==> src/nnfs_pkg.sv <==
`default_nettype none
// ----------------------------------------------------------------------------
// nnfs_pkg
// Shared types and constants for the nearest-neighbour frame scaler.
// ----------------------------------------------------------------------------
package nnfs_pkg;

  localparam int SOURCE_WIDTH  = 640;
  localparam int SOURCE_HEIGHT = 400;
  localparam int FRAME_ENTRIES = SOURCE_WIDTH * SOURCE_HEIGHT;

  localparam int NNFS_ADDR_W   = $clog2(FRAME_ENTRIES);
  localparam int NNFS_PIXEL_W  = 24;
  localparam int NNFS_COORD_W  = 12;
  localparam int NNFS_OFFSET_W = 26;

  // Scaled coordinates stay below 4096 * 640, quotients below 1024.
  localparam int NNFS_DIVIDEND_W = 22;
  localparam int NNFS_QUOT_W     = 10;

  localparam logic [7:0] FOURTH_BYTE = 8'hFF;

  typedef enum logic [2:0] {
    CFG_DISPLAY_PRESENT = 3'd0,
    CFG_NATIVE_WIDTH    = 3'd1,
    CFG_NATIVE_HEIGHT   = 3'd2,
    CFG_LINE_STRIDE     = 3'd3,
    CFG_BYTES_PER_PIXEL = 3'd4,
    CFG_CHANNEL_ORDER   = 3'd5
  } cfg_index_t;

  typedef enum logic {
    REQ_WRITE  = 1'b0,
    REQ_RENDER = 1'b1
  } req_kind_t;

  localparam logic [1:0] ORDER_BGR = 2'd2;

  typedef struct packed {
    logic        req_type;
    logic [17:0] source_index;
    logic [23:0] source_pixel;
    logic [11:0] out_column;
    logic [11:0] out_row;
  } req_t;

  typedef struct packed {
    logic        drawn;
    logic [25:0] byte_offset;
    logic [7:0]  byte_zero;
    logic [7:0]  byte_one;
    logic [7:0]  byte_two;
    logic [7:0]  byte_three;
    logic [2:0]  byte_count;
  } result_t;

endpackage : nnfs_pkg
`default_nettype wire

==> src/nnfs_div.sv <==
`default_nettype none
// ----------------------------------------------------------------------------
// nnfs_div
// Restoring divider that retires one quotient bit per cycle.
// ----------------------------------------------------------------------------
module nnfs_div
  import nnfs_pkg::*;
(
  input  wire logic                       clk,
  input  wire logic                       rst,
  input  wire logic                       start,
  input  wire logic [NNFS_DIVIDEND_W-1:0] dividend,
  input  wire logic [NNFS_COORD_W-1:0]    divisor,
  output logic                            done,
  output logic      [NNFS_QUOT_W-1:0]     quotient
);

  localparam int CNT_W = $clog2(NNFS_QUOT_W + 1);

  logic                       running;
  logic [CNT_W-1:0]           count;
  logic [NNFS_DIVIDEND_W-1:0] rem;
  logic [NNFS_DIVIDEND_W-1:0] shifted;
  logic                       fits;

  assign fits = (rem >= shifted);

  always_ff @(posedge clk) begin
    if (rst) begin
      running <= 1'b0;
      done    <= 1'b0;
      count   <= '0;
    end else begin
      done <= 1'b0;
      if (start) begin
        running <= 1'b1;
        count   <= CNT_W'(NNFS_QUOT_W);
      end else if (running) begin
        count <= count - 1'b1;
        if (count == CNT_W'(1)) begin
          running <= 1'b0;
          done    <= 1'b1;
        end
      end
    end
  end

  always_ff @(posedge clk) begin
    if (start) begin
      rem      <= dividend;
      shifted  <= NNFS_DIVIDEND_W'(divisor) << (NNFS_QUOT_W - 1);
      quotient <= '0;
    end else if (running) begin
      if (fits) begin
        rem <= rem - shifted;
      end
      shifted  <= shifted >> 1;
      quotient <= {quotient[NNFS_QUOT_W-2:0], fits};
    end
  end

endmodule : nnfs_div
`default_nettype wire

==> config.mk <==
export PLATFORM = sky130hd
export DESIGN_NAME = nnfs_div
export DESIGN_NICKNAME = d
export VERILOG_FILES = /design/src/nnfs_pkg.sv /design/src/nnfs_div.sv
export SDC_FILE = /design/constraint.sdc
export NUM_CORES = 1
export LEC_CHECK = 0
export ABC_AREA = 1
export ABC_CLOCK_PERIOD_IN_PS = 5700
export BUFFER_PORTS_ARGS = -buffer_cell sky130_fd_sc_hd__buf_4
export CAP_MARGIN = 20
export CORE_MARGIN = 4
export CORE_UTILIZATION = 50
export DETAILED_ROUTE_END_ITERATION = 16
export GPL_TIMING_DRIVEN = 0
export PLACE_DENSITY = 0.71
export SLEW_MARGIN = 40
export SYNTH_ARGS = -nofsm -noshare
export SYNTH_HDL_FRONTEND = slang
export SYNTH_SLANG_ARGS = --single-unit
==> constraint.sdc <==
create_clock -name clk -period 5.7 [get_ports clk]
set_input_delay 0.855 -clock clk [delete_from_list [all_inputs] [get_ports clk]]
set_output_delay 0.855 -clock clk [all_outputs]
set_load 0.01 [all_outputs]
# Word level (Yosys, flattened, before mapping)
# Cells that the tools add are included.
[word_totals]
reg_bits = 59
latch_bits = 0
ram_bits = 0
rom_bits = 0
input_bits = 37
output_inout_bits = 11
word_cells = 29
memories = 0
[op_classes]
add_sub_neg = 2
multipliers = 0
div = 0
order_cmp = 1
n_eq_ne = 1
n_shift = 0
n_mux = 11
n_bitwise = 1
n_reduce_logical = 5
[op_table]
columns = ["operator", "count"]
rows = [
  ["two-way mux 22 bit", 3],
  ["two-way mux 21 bit", 2],
  ["greater-or-equal comparator 22 x 21 -> 1 bit", 1],
  ["subtractor 22 x 21 -> 22 bit", 1],
  ["two-way mux 4 bit", 2],
  ["== test 4 x 1 -> 1 bit (second input constant)", 1],
  ["two-way mux 1 bit", 4],
  ["nonzero test 2 bit", 2],
  ["subtractor 4 x 1 -> 4 bit (second input constant)", 1],
  ["OR reduction 3 bit", 1],
  ["AND reduction 2 bit", 1],
  ["OR reduction 2 bit", 1],
  ["inverter 1 bit", 1],
]

# Logic depth before layout (Yosys ltp)
# Gate-level depths: netlist of the first run.
[logic_depth]
depth_word = 4
mapped_depth = 14
mapped_depth_nobuf = 14

# Least setup slack after synthesis of the first run
# Ideal clock, no wire load.
[synth_path]
path_type = "register to register"
start = "reg rem[0]"
end = "reg rem[0] (enable)"
setup_ns = 0.379
arrival_time_ns = 2.028
required_ns = 5.321
path_slack_ns = 3.293
stages_incl_launch_ff = 15
n_path_buf = 0
synth_period_minus_slack_ns = 2.407
cell_sequence = "edfxtp_1 > inv_1 > ha_1 > fa_1 > inv_1 > nand2_2 > nand3_4 > nand2_1 > nand2_2 > nand2_1 > nand2_1 > nand2_1 > nand2_1 > nand2_1 > nand2_1"
[synth_between]
elab_chain_cells = 3
[synth_lines]
columns = ["element", "line_no", "rtl"]
rows = [
  ["from (decl)", "nnfs_div.sv:22", "logic [NNFS_DIVIDEND_W-1:0] rem;"],
  ["from (signal assigned)", "nnfs_div.sv:50", "rem <= dividend;"],
  ["from (signal assigned)", "nnfs_div.sv:55", "rem <= rem - shifted;"],
  ["greater-or-equal comparator 22 x 21 -> 1 bit", "nnfs_div.sv:26", "assign fits = (rem >= shifted);"],
  ["nonzero test 2 bit (no line)", "n/a", ""],
  ["AND reduction 2 bit (no line)", "n/a", ""],
]
# Every way passes these cells.
# A chain may end at the register's enable or synchronous reset.

# Final worst setup path of the first run
[layout_path]
start = "reg rem[0]"
end = "reg rem[10] (enable)"
# Same word-level chain as after synthesis.

==> reports/results.md, run 1 <==
* completed — outcome
* 0 — endpoints failing setup
* edfxtp_1 — Post-synth top flop
* 7510 µm — Post-DP HPWL
* 9620 µm — final wirelength
* 0 ps — Final TNS setup
* flop — startpoint class of the critical path
* 3,456 — via count of the first global-routing pass
* 2700 ps — Min Clock Period, post-route
* 3000 ps — slack of the worst reg-to-reg path
* nand2_1 — critical path's most frequent cell
* 26.6% — area fraction of the dominant cell type after synthesis
* 70 ps — CTS clock-pin slew for the worst setup and hold paths
* 46 — number of buffers added on ports
* 172 µV — peak ir drop on the vdd network
* 0 — count of antenna diodes in the layout
* 0 — number of setup buffers added after CTS
* 13.6 µm — Routed WL per cell
* 0% — share of flip-flops with an asynchronous set or reset
* 0.864 — final RePlAce weighted congestion
* 0 — Post-CTS Hold Buffers
* 52.2% — starting density of the core
* 95.7 µm — Die X-Extent
* 662 — number of nets at the end of the flow
* 0 — remaining number of nets flagged by the antenna check after routing
* 0.00915 mm² — Total Die Area
* 0 — antenna violations before repair
* 5 — TritonRoute pass-1 iters
* 4.95 — via density per instance
* 0 — max-cap viol count
* reg2reg — type of the most critical hold path
* 17.4% — Area growth, synth to finish
* 39.6% — sequential cell area fraction in the yosys report
* 47.4% — part of the cycle the worst path needs
* 59 — number of storage elements in the synthesis netlist
* 2680 ps — arrival time of the worst setup path
* 460 ps — Max stage delay on crit path
* 0.00451 mm² — final cell area excluding filler cells
* 0.540 mW — net load switching power
* edfxtp_1 — cell type with the largest total area after synthesis
* 370 MHz — maximum frequency from static timing analysis
* nand2_2 — slowest stage cell, crit path
* reg2reg — kind of critical path
* 2 — CTS Buffer Depth
* 0.911 mW — Int Pwr
* 34 — EDFF count, synth
* 0.00384 mm² — summed instance area of the synthesized netlist
* 16,200 µm — wire length of the first global-routing pass
* rem[10]$_DFFE_PP_ — worst r2r dst
* yes — TritonCTS clock tree
* rem[0]$_DFFE_PP_ — startpoint of the worst register-to-register path
* 2.23 nW — leakage
* 9 — CTS Buf Count
* 8.22 ps — Fin Clk Skew
* rem[0]$_DFFE_PP_ — worst setup path startpoint
* 0 — sum of overflow across all layers after global routing
* edfxtp_1 (27%), nand2_1 (19%), dfxtp_1 (13%) — biggest area contributors in the synthesized netlist
* 23.2% — Tot GR Track Use
* 36.3% — relative contribution of sequential cells to total power
* 14 — r2r worst-path depth
* 3,493 — via count of the routed design
* rem[10]$_DFFE_PP_ — end of the critical path
* 321 mW/mm² — PwrDens
* 350 ps — worst skew pair latency
* nand2_1 (192), inv_1 (93), edfxtp_1 (34), nor2_1 (34), nand3_1 (31) — Synth top cells by count
* 544 — number of instances in the synthesized netlist
* inv_1, ha_1, fa_1, inv_1, nand2_2, nand3_4, nand2_1, nand2_2, nand2_1, nand2_1, nand2_1, nand2_1, nand2_1, nand2_2 — critical-path cell list
* 5680 ps — required time at the endpoint of the critical path
* 0 — detailed-route DRC error count
* 48 — number of primary I/O pins
* 58.0% — slew margin rel.
* 0 — post_cts resized
* 0 — number of max-slew violations in the final report
* 0 — final hold vios
* nand2_1 — leading cell type by number of instances after synthesis
* 37.1% — power share of the combinational group
* 0.00432 mm² — Post-DP Area
* 22 — critical path peak fanout
* flop — crit path capture type
* 37.2% — switching part of the total
* 0 — count of warnings emitted by yosys
* 23 — largest net degree at the start of global routing
* 59 — CTS sink cnt
* 0.00737 mm² — Core Area
* clkbuf_8 — clock root buffer
* 605 — Syn Nets
* 630 ps — Worst Max-Slew Pin Slew
* no — unrepaired setup endpoints after global routing
* 7.07 µm² — per-instance average area after synthesis
* 31 — Row Count
* 34 — unique cell type count in the Yosys netlist
* 95.7 µm — Chip Height
* 3 — deepest level of the CTS H-tree
* 26.6% — clock network power share
* 151 — drt initial violations
* 14.5% — share of final-layout standard cells stronger than drive strength 1
## worst min path at each step
stage	startpoint	endpoint	cells after the start
final	quotient[9]$_SDFFE_PP0P_	quotient[9]$_SDFFE_PP0P_	2
after global routing	count[3]$_SDFFE_PP0P_	count[3]$_SDFFE_PP0P_	2
after CTS	quotient[0]$_SDFFE_PP0P_	quotient[0]$_SDFFE_PP0P_	2
after detailed placement	quotient[9]$_SDFFE_PP0P_	quotient[9]$_SDFFE_PP0P_	2
after global placement	quotient[9]$_SDFFE_PP0P_	quotient[9]$_SDFFE_PP0P_	2
after floorplan	shifted[0]$_SDFFE_PP0P_	shifted[0]$_SDFFE_PP0P_	2
## power by group through the flow
stage / registers [mW] / logic (mW) / clock network, mW
final: 0.526 / 0.538 / 0.386
after global routing: 0.531 / 0.622 / 0.414
after CTS: 0.527 / 0.539 / 0.396
after detailed placement: 0.536 / 0.536 / 0
after global placement: 0.534 / 0.527 / 0
after floorplan: 0.532 / 0.404 / 0
## flip-flops by register name, indices dropped and copies added (netlist names)
signal,count
rem,22
quotient,10
done,1
running,1
shifted,21
count,4
## layout by cell type (no fill, tap or decap), drive strengths merged, types with 2 or more instances in the layout
cell type / instances
a21oi: 17
clkbuf: 17
o21ai: 22
nor2: 38
nand2: 200
inv: 98
nand3b: 7
dfxtp: 25
nand4: 4
xnor2: 2
edfxtp: 34
nand3: 33
ha: 23
buf: 51
o22ai: 15
clkinv: 4
or2: 4
nor3: 6
## critical path: cells and delay by family (launching register included)
family                     cells  cell delay [ps]
DFF                            1              330
adders and majority gates      2              580
buffers and inverters          2              170
and+or+nand+nor               10             1240
## cell type report
type                    count  area (µm²)
well taps                  99         124
fillers                   734        2860
multi-input cells         377        1910
clock buffers              13         180
plain buffers               9        42.5
inverters                  99         372
flip-flops and latches     59        1520
repair buffers             46         345
clock inverters             3        17.5
## layer usage
| metal | part of all wire (%) | up-vias | track usage [%] |
|---|---|---|---|
| met5 | 0 | - | 0 |
| met4 | 1.5 | 0 | 8.06 |
| met3 | 4.5 | 14 | 4.74 |
| met2 | 46 | 66 | 37.9 |
| met1 | 48 | 1568 | 30.6 |
| li1 | - | 1845 | - |
## cells by family (layout without fill, tap and decap cells)
logic type	count (synthesis)	count (layout)	share of synthesized area, %
compound gates	58	58	8.40
xor+xnor	2	2	0.456
fa+ha+maj	24	24	8.01
buf+inv	108	170	10.8
flops	59	59	39.6
simple gates	293	293	32.8
## stage by stage
stage | worst slack [ps] | hold slack, ps | std cells | util [%] | total power [mW]
2_1_floorplan | 3290 | 432 | 544 | - | 0.936
3_3_place_gp | 2690 | 444 | 689 | 58.5 | 1.06
3_5_place_dp | 3000 | 457 | 689 | 58.6 | 1.07
4_1_cts | 2990 | 476 | 705 | 61.2 | 1.46
5_1_grt | 2780 | 496 | 705 | 61.2 | 1.57
6_report | 3000 | 468 | 705 | 61.2 | 1.45
Power figures use the tool's default switching activity.
==> inputs of run 2 (changes only) <==
--- a/config.mk
+++ b/config.mk
@@ -5,15 +5,15 @@
 export SDC_FILE = /design/constraint.sdc
 export NUM_CORES = 1
 export LEC_CHECK = 0
-export ABC_AREA = 1
-export ABC_CLOCK_PERIOD_IN_PS = 5700
+export ABC_AREA = 0
+export ABC_CLOCK_PERIOD_IN_PS = 2500
 export BUFFER_PORTS_ARGS = -buffer_cell sky130_fd_sc_hd__buf_4
 export CAP_MARGIN = 20
 export CORE_MARGIN = 4
 export CORE_UTILIZATION = 50
 export DETAILED_ROUTE_END_ITERATION = 16
 export GPL_TIMING_DRIVEN = 0
-export PLACE_DENSITY = 0.71
+export PLACE_DENSITY = 0.72
 export SLEW_MARGIN = 40
 export SYNTH_ARGS = -nofsm -noshare
 export SYNTH_HDL_FRONTEND = slang
==> constraint.sdc (replaced) <==
create_clock -name clk -period 2.5 [get_ports clk]
set_input_delay 0.375 -clock clk [delete_from_list [all_inputs] [get_ports clk]]
set_output_delay 0.375 -clock clk [all_outputs]
set_load 0.01 [all_outputs]
==> reports/results.md, run 2 <==
* 2770 ps — arrival time of the worst setup path, +90 ps
* 0.927 — final RePlAce weighted congestion, +7.4%
* flop — startpoint class of the critical path
* 22 — max reg flops, unchanged
* 55 — unique cell type count in the Yosys netlist, +62%
* 1.50 mW — net load switching power, +180%
* edfxtp_1 — Post-synth top flop
* 0 — number of max-slew violations in the final report, unchanged
* 0 — detailed-route DRC error count, unchanged
* 44.9% — power share of the combinational group, +7.8 points
* 0 — max-cap viol count, unchanged
* fa_2 — slowest stage cell, crit path
* 0 — sum of overflow across all layers after global routing, unchanged
* 46.0% — slew margin rel., -12 points
* 0 — count of warnings emitted by yosys, unchanged
* negative setup slack — failing checks
* 1.86 nW — leakage, -17%
* clkbuf_8 — clock root buffer
* flop — crit path capture type
* rem[0]$_DFFE_PP_ — worst setup path startpoint
* 809 ps — Worst Max-Slew Pin Slew, +179 ps
* 5 — TritonRoute pass-1 iters, unchanged
* 42.4% — sequential cell area fraction in the yosys report, +2.9 points
* 9 — CTS Buf Count, unchanged
* yes — unrepaired setup endpoints after global routing
* -4760 ps — Final TNS setup, -4760 ps
* 37.3% — switching part of the total, +0.088 points
* 9210 µm — final wirelength, -4.3%
* 0 — final hold vios, unchanged
* 554 — non-filler instance count after layout, -21%
* rem[0]$_DFFE_PP_ — worst r2r dst
* 440 — Syn Nets, -27%
* 34 — EDFF count, synth, unchanged
* 152 — drt initial violations, +0.66%
* 3,055 — via count of the routed design, -13%
* nand2_1 — leading cell type by number of instances after synthesis
* 12 — r2r worst-path depth, -2
* 0.00859 mm² — Total Die Area, -6.2%
* 369 MHz — maximum frequency from static timing analysis, -0.48%
* 522 — number of placed cells counting well taps, -24%
* 28.2% — Area growth, synth to finish
* 14,700 µm — wire length of the first global-routing pass, -8.8%
* buf_4 (62), nand2_1 (40), edfxtp_1 (34) — commonest cells after routing, fill and taps aside
* 92.7 µm — Chip Height, -3.1%
* 2710 ps — Min Clock Period, post-route, +12.9 ps
* 0% — share of flip-flops with an asynchronous set or reset, unchanged
* 0.00358 mm² — summed instance area of the synthesized netlist, -6.7%
* 28.5% — area fraction of the dominant cell type after synthesis, +1.9 points
* 31.6% — relative contribution of sequential cells to total power, -4.7 points
* 360 ps — worst skew pair latency, about the same
* buf_4 — most common library cell in the layout ignoring fill and taps
* 0 — count of antenna diodes in the layout, unchanged
* 48 — number of primary I/O pins, unchanged
* 23.5% — clock network power share, -3.1 points
* 5.51 — via density per instance, +11%
* 221 ps — worst hold margin, -247 ps
* rem[0]$_DFFE_PP_ — end of the critical path
* 59 — CTS sink cnt, unchanged
* 13 — largest net degree at the start of global routing, -43%
* 3 — deepest level of the CTS H-tree, unchanged
* 9.46 µm² — per-instance average area after synthesis, +34%
* 514 — number of nets at the end of the flow, -22%
* 2.52 mW — Int Pwr, +180%
* 14.1 ps — Fin Clk Skew, +5.91 ps
* 3 — Bufs and invs on worst path, +1
* 0 — antenna violations before repair, unchanged
* edfxtp_1 — cell type with the largest total area after synthesis
* nand2_1 (40), edfxtp_1 (34), nor2_1 (30), inv_1 (27), dfxtp_1 (25) — Synth top cells by count
* 875 mW/mm² — PwrDens, +170%
* rem x22, shifted x21, quotient x10 — Top Registers
* finished, violations left — outcome
* 379 — number of instances in the synthesized netlist, -30%
* 16.6 µm — Routed WL per cell, +22%
* 109% — part of the cycle the worst path needs, +61 points
* 0.00687 mm² — Core Area, -6.8%
* 360 ps — Max stage delay on crit path, -100 ps
* 59 — number of storage elements in the synthesis netlist, unchanged
* 12 — CP Depth, -2
* 6360 µm — Post-DP HPWL, -15%
* yes — TritonCTS clock tree
* 80 ps — CTS clock-pin slew for the worst setup and hold paths, about the same
* 585 µV — peak ir drop on the vdd network, +240%
* 0 — remaining number of nets flagged by the antenna check after routing, unchanged
* inv_2, ha_4, fa_2, nor2b_2, o211ai_1, a211oi_2, o32ai_4, o21ai_2, a2111oi_4, buf_4, o21ai_4, buf_12 — critical-path cell list
* 52.2% — starting density of the core, about the same
* edfxtp_1 (28%), dfxtp_1 (14%), ha_1 (8.0%) — biggest area contributors in the synthesized netlist
* 2 — CTS Buffer Depth, unchanged
* 47 — number of buffers added on ports, +2.2%
* 3,042 — via count of the first global-routing pass, -12%
* 26.2% — share of final-layout standard cells stronger than drive strength 1, +12 points
* rem — top register by number of flip-flops
* 11 — critical path peak fanout, -50%
* -210 ps — slack of the worst reg-to-reg path, -3210 ps
* reg2reg — kind of critical path
* rst — beginning of the worst hold path
* 27 — endpoints failing setup, +27
* 2560 ps — required time at the endpoint of the critical path, -3120 ps
* compound AO/OA/AOI/OAI gates — cell family with the largest share of critical-path delay
* 30 — Row Count, -3.2%
* 92.7 µm — Die X-Extent, -3.1%
* 22.1% — Tot GR Track Use, -1.2 points
* in2reg — type of the most critical hold path
* rem[0]$_DFFE_PP_ — startpoint of the worst register-to-register path
* -213 ps — Worst Slack Setup Final, -3210 ps
==> run 2: per-stage QoR <==
step / worst slack [ps] / cell area [µm²] / util, % / total power [mW]
floorplan: -203 / 3600 / - / 2.44
global placement: -680 / 4070 / 59.3 / 2.74
detailed placement: -731 / 4070 / 59.3 / 2.78
CTS: -282 / 4510 / 65.6 / 3.89
global route: -340 / 4600 / 66.9 / 4.24
finish: -213 / 4600 / 66.9 / 4.02
==> run 2: kinds of logic after synthesis <==
kind of cell / share of synthesized area (%)
xor+xnor: 4.89
mux: 5.34
flops: 42.4
fa+ha+maj: 8.59
simple gates: 14.9
buf+inv: 5.24
compound gates: 18.6
==> run 2: power groups by stage <==
stage / logic, mW / clock network, mW / registers [mW]
floorplan: 1.18 / 0 / 1.26
global placement: 1.46 / 0 / 1.28
detailed placement: 1.50 / 0 / 1.28
CTS: 1.68 / 0.946 / 1.27
global route: 1.97 / 0.987 / 1.28
finish: 1.80 / 0.946 / 1.27
==> run 2: worst min-delay path by stage <==
stage	end	slack [ps]	depth (start not counted)
CTS	count[1]$_SDFFE_PP0P_	210	2
detailed placement	shifted[0]$_SDFFE_PP0P_	500	2
global placement	quotient[9]$_SDFFE_PP0P_	480	2
finish	count[1]$_SDFFE_PP0P_	220	2
global route	count[1]$_SDFFE_PP0P_	220	2
floorplan	count[1]$_SDFFE_PP0P_	440	1
==> run 2: per-layer routing <==
metal  vias up  track usage [%]  wire length, µm
li1       1497                -                -
met2        99             37.0             4480
met4         0             8.67              274
met5         -                0                0
met3        28             5.69              482
met1      1431             27.2             3970
==> run 2: what timing repair did <==
item                                    4_1_cts  5_1_grt
endpoints found under the setup margin       30       32
setup buffers                                14        6
hold buffers                                  0        0
pin swaps                                     8        8
cloned                                        1        0
gates resized for setup                      18       16
==> run 2: cell type report <==
cell class | count | area [µm²]
Clock inverter | 5 | 40.0
Timing Repair Buffer | 66 | 519
Fill cell | 563 | 2270
Tap cell | 96 | 120
Sequential cell | 59 | 1520
Multi-Input combinational cell | 273 | 2050
Inverter | 28 | 105
Buffer | 16 | 60.1
Clock buffer | 11 | 174
==> inputs of run 3 (changes only) <==
--- a/config.mk
+++ b/config.mk
@@ -6,14 +6,14 @@
 export NUM_CORES = 1
 export LEC_CHECK = 0
 export ABC_AREA = 0
-export ABC_CLOCK_PERIOD_IN_PS = 2500
+export ABC_CLOCK_PERIOD_IN_PS = 2400
 export BUFFER_PORTS_ARGS = -buffer_cell sky130_fd_sc_hd__buf_4
 export CAP_MARGIN = 20
 export CORE_MARGIN = 4
 export CORE_UTILIZATION = 50
 export DETAILED_ROUTE_END_ITERATION = 16
 export GPL_TIMING_DRIVEN = 0
-export PLACE_DENSITY = 0.72
+export PLACE_DENSITY = 0.74
 export SLEW_MARGIN = 40
 export SYNTH_ARGS = -nofsm -noshare
 export SYNTH_HDL_FRONTEND = slang
==> constraint.sdc (replaced) <==
create_clock -name clk -period 2.4 [get_ports clk]
set_input_delay 0.36 -clock clk [delete_from_list [all_inputs] [get_ports clk]]
set_output_delay 0.36 -clock clk [all_outputs]
set_load 0.01 [all_outputs]
==> reports/results.md, run 3 (same netlist as run 2, synthesis figures left out) <==
* 6 — critical path peak fanout, -5
* 47 — number of buffers added on ports, unchanged
* 2 — CTS Buffer Depth, unchanged
* 59 — CTS sink cnt, unchanged
* -370 ps — slack of the worst reg-to-reg path, -160 ps
* 52.2% — starting density of the core, unchanged
* 3,125 — via count of the routed design, +2.3%
* yes — TritonCTS clock tree
* 20.9% — Tot GR Track Use, -1.2 points
* 0.907 — final RePlAce weighted congestion, -2.1%
* 14,100 µm — wire length of the first global-routing pass, -4.3%
* 29 — endpoints failing setup, +7.4%
* 2880 ps — arrival time of the worst setup path, +110 ps
* flop — crit path capture type
* buf_4 — most common library cell in the layout ignoring fill and taps
* 48.3% — slew margin rel., +2.2 points
* 0.00687 mm² — Core Area, unchanged
* 92.7 µm — Die X-Extent, unchanged
* 2500 ps — required time at the endpoint of the critical path, -60 ps
* 9000 µm — final wirelength, -2.2%
* 30 — Row Count, unchanged
* 0 — remaining number of nets flagged by the antenna check after routing, unchanged
* 917 mW/mm² — PwrDens, +4.8%
* 0.00407 mm² — Post-DP Area, unchanged
* 340 ps — worst skew pair latency, -20 ps
* 80 ps — CTS clock-pin slew for the worst setup and hold paths, about the same
* 145 — drt initial violations, -4.6%
* in2reg — type of the most critical hold path
* 2770 ps — Min Clock Period, post-route, +59.3 ps
* -780 ps — worst slack after detailed placement, -49.0 ps
* 9 — CTS Buf Count, unchanged
* 517 — number of nets at the end of the flow, +0.58%
* 0 — antenna violations before repair, unchanged
* 115% — part of the cycle the worst path needs, +7.0 points
* finished, violations left — outcome
* buf_4 (62), nand2_1 (40), edfxtp_1 (34) — commonest cells after routing, fill and taps aside
* 48 — number of primary I/O pins, unchanged
* reg2reg — kind of critical path
* 13 — largest net degree at the start of global routing, unchanged
* 92.7 µm — Chip Height, unchanged
* 0.00859 mm² — Total Die Area, unchanged
* 0 — count of antenna diodes in the layout, unchanged
* 6110 µm — Post-DP HPWL, -3.9%
* rem x22, shifted x21, quotient x10 — Top Registers
* 361 MHz — maximum frequency from static timing analysis, -2.1%
* clkbuf_8 — clock root buffer
* 1.89 nW — leakage, +1.8%
* 776 ps — Worst Max-Slew Pin Slew, -33.5 ps
* negative setup slack — failing checks
* 0 — Post-CTS Hold Buffers, unchanged
* 16.2 µm — Routed WL per cell, -2.7%
* 0 — final hold vios, unchanged
* 5.61 — via density per instance, +1.7%
* 9.48 ps — Fin Clk Skew, -4.66 ps
* 542 µV — peak ir drop on the vdd network, -7.4%
* flop — startpoint class of the critical path
* 0 — sum of overflow across all layers after global routing, unchanged
* 22 — max reg flops, unchanged
* 557 — number of filler cells placed in the layout, -1.1%
* -372 ps — Worst Slack Setup Final, -159 ps
* 29.6% — Area growth, synth to finish
* 0.00465 mm² — final cell area excluding filler cells, +1.1%
* 0 — detailed-route DRC error count, unchanged
* 2,986 — via count of the first global-routing pass, -1.8%
* 3 — deepest level of the CTS H-tree, unchanged
* 0 — number of max-slew violations in the final report, unchanged
* 27.5% — share of final-layout standard cells stronger than drive strength 1, +1.3 points
* 5 — TritonRoute pass-1 iters, unchanged
* 0 — max-cap viol count, unchanged
* rem — top register by number of flip-flops
* yes — unrepaired setup endpoints after global routing
## run 3: repair_timing
item	CTS	global route
setup endpoints to repair	31	35
gates cloned	1	0
gates resized for setup	23	18
buffers inserted	14	10
pin swaps	11	15
## run 3: path summary, 6_finish.rpt
check | start | end | cells after the start
max | shifted[11]$_DFFE_PP_ | rem[8]$_DFFE_PP_ | 12
min | rst | running$_SDFF_PP0_ | 2
min reg2reg | shifted[2]$_SDFFE_PP0P_ | shifted[2]$_SDFFE_PP0P_ | 2
max reg2reg | shifted[11]$_DFFE_PP_ | rem[8]$_DFFE_PP_ | 12
## run 3: where the power goes
part	internal (mW)	switching, mW
Combinational	0.896	1.03
Sequential	1.26	0.0629
Clock	0.551	0.459
Total	2.70	1.56
## run 3: final cells by class
| cell class | count | area [µm²] | area share, % |
|---|---|---|---|
| plain buffers | 17 | 71.3 | 1.53 |
| clock buffers | 10 | 149 | 3.20 |
| clock inverters | 6 | 68.8 | 1.48 |
| inverters | 28 | 105 | 2.26 |
| multi-input cells | 273 | 2070 | 44.5 |
| flip-flops and latches | 59 | 1520 | 32.8 |
| well taps | 96 | 120 | 2.58 |
| repair buffers | 68 | 542 | 11.7 |
## run 3: routing by layer
layer  global-route usage (%)  vias up  routed length [µm]
met2                     35.1      132                4310
li1                         -     1505                   -
met5                        0        -                   0
met3                     3.82       27                 582
met1                     26.4     1461                3840
met4                     8.91        0                 267
## run 3: worst max-delay path: stages, from the launching register on
cell       delay [ps]
edfxtp_1          420
inv_2              90
ha_4              200
buf_6             110
a21o_1            160
a21o_1            160
a21o_1            200
o32ai_4           250
o21ai_2           130
a2111oi_4         380
buf_4             190
o21ai_4            70
buf_6             160
## run 3: through the flow
stage	setup TNS, ps	utilization (%)	hold slack, ps	power (mW)	cells
2_1_floorplan	-6670	-	429	2.54	379
3_3_place_gp	-18730	59.3	485	2.86	522
3_5_place_dp	-18510	59.3	495	2.88	522
4_1_cts	-8000	65.9	210	4.11	550
5_1_grt	-11760	67.7	224	4.50	557
6_report	-8650	67.7	225	4.26	557
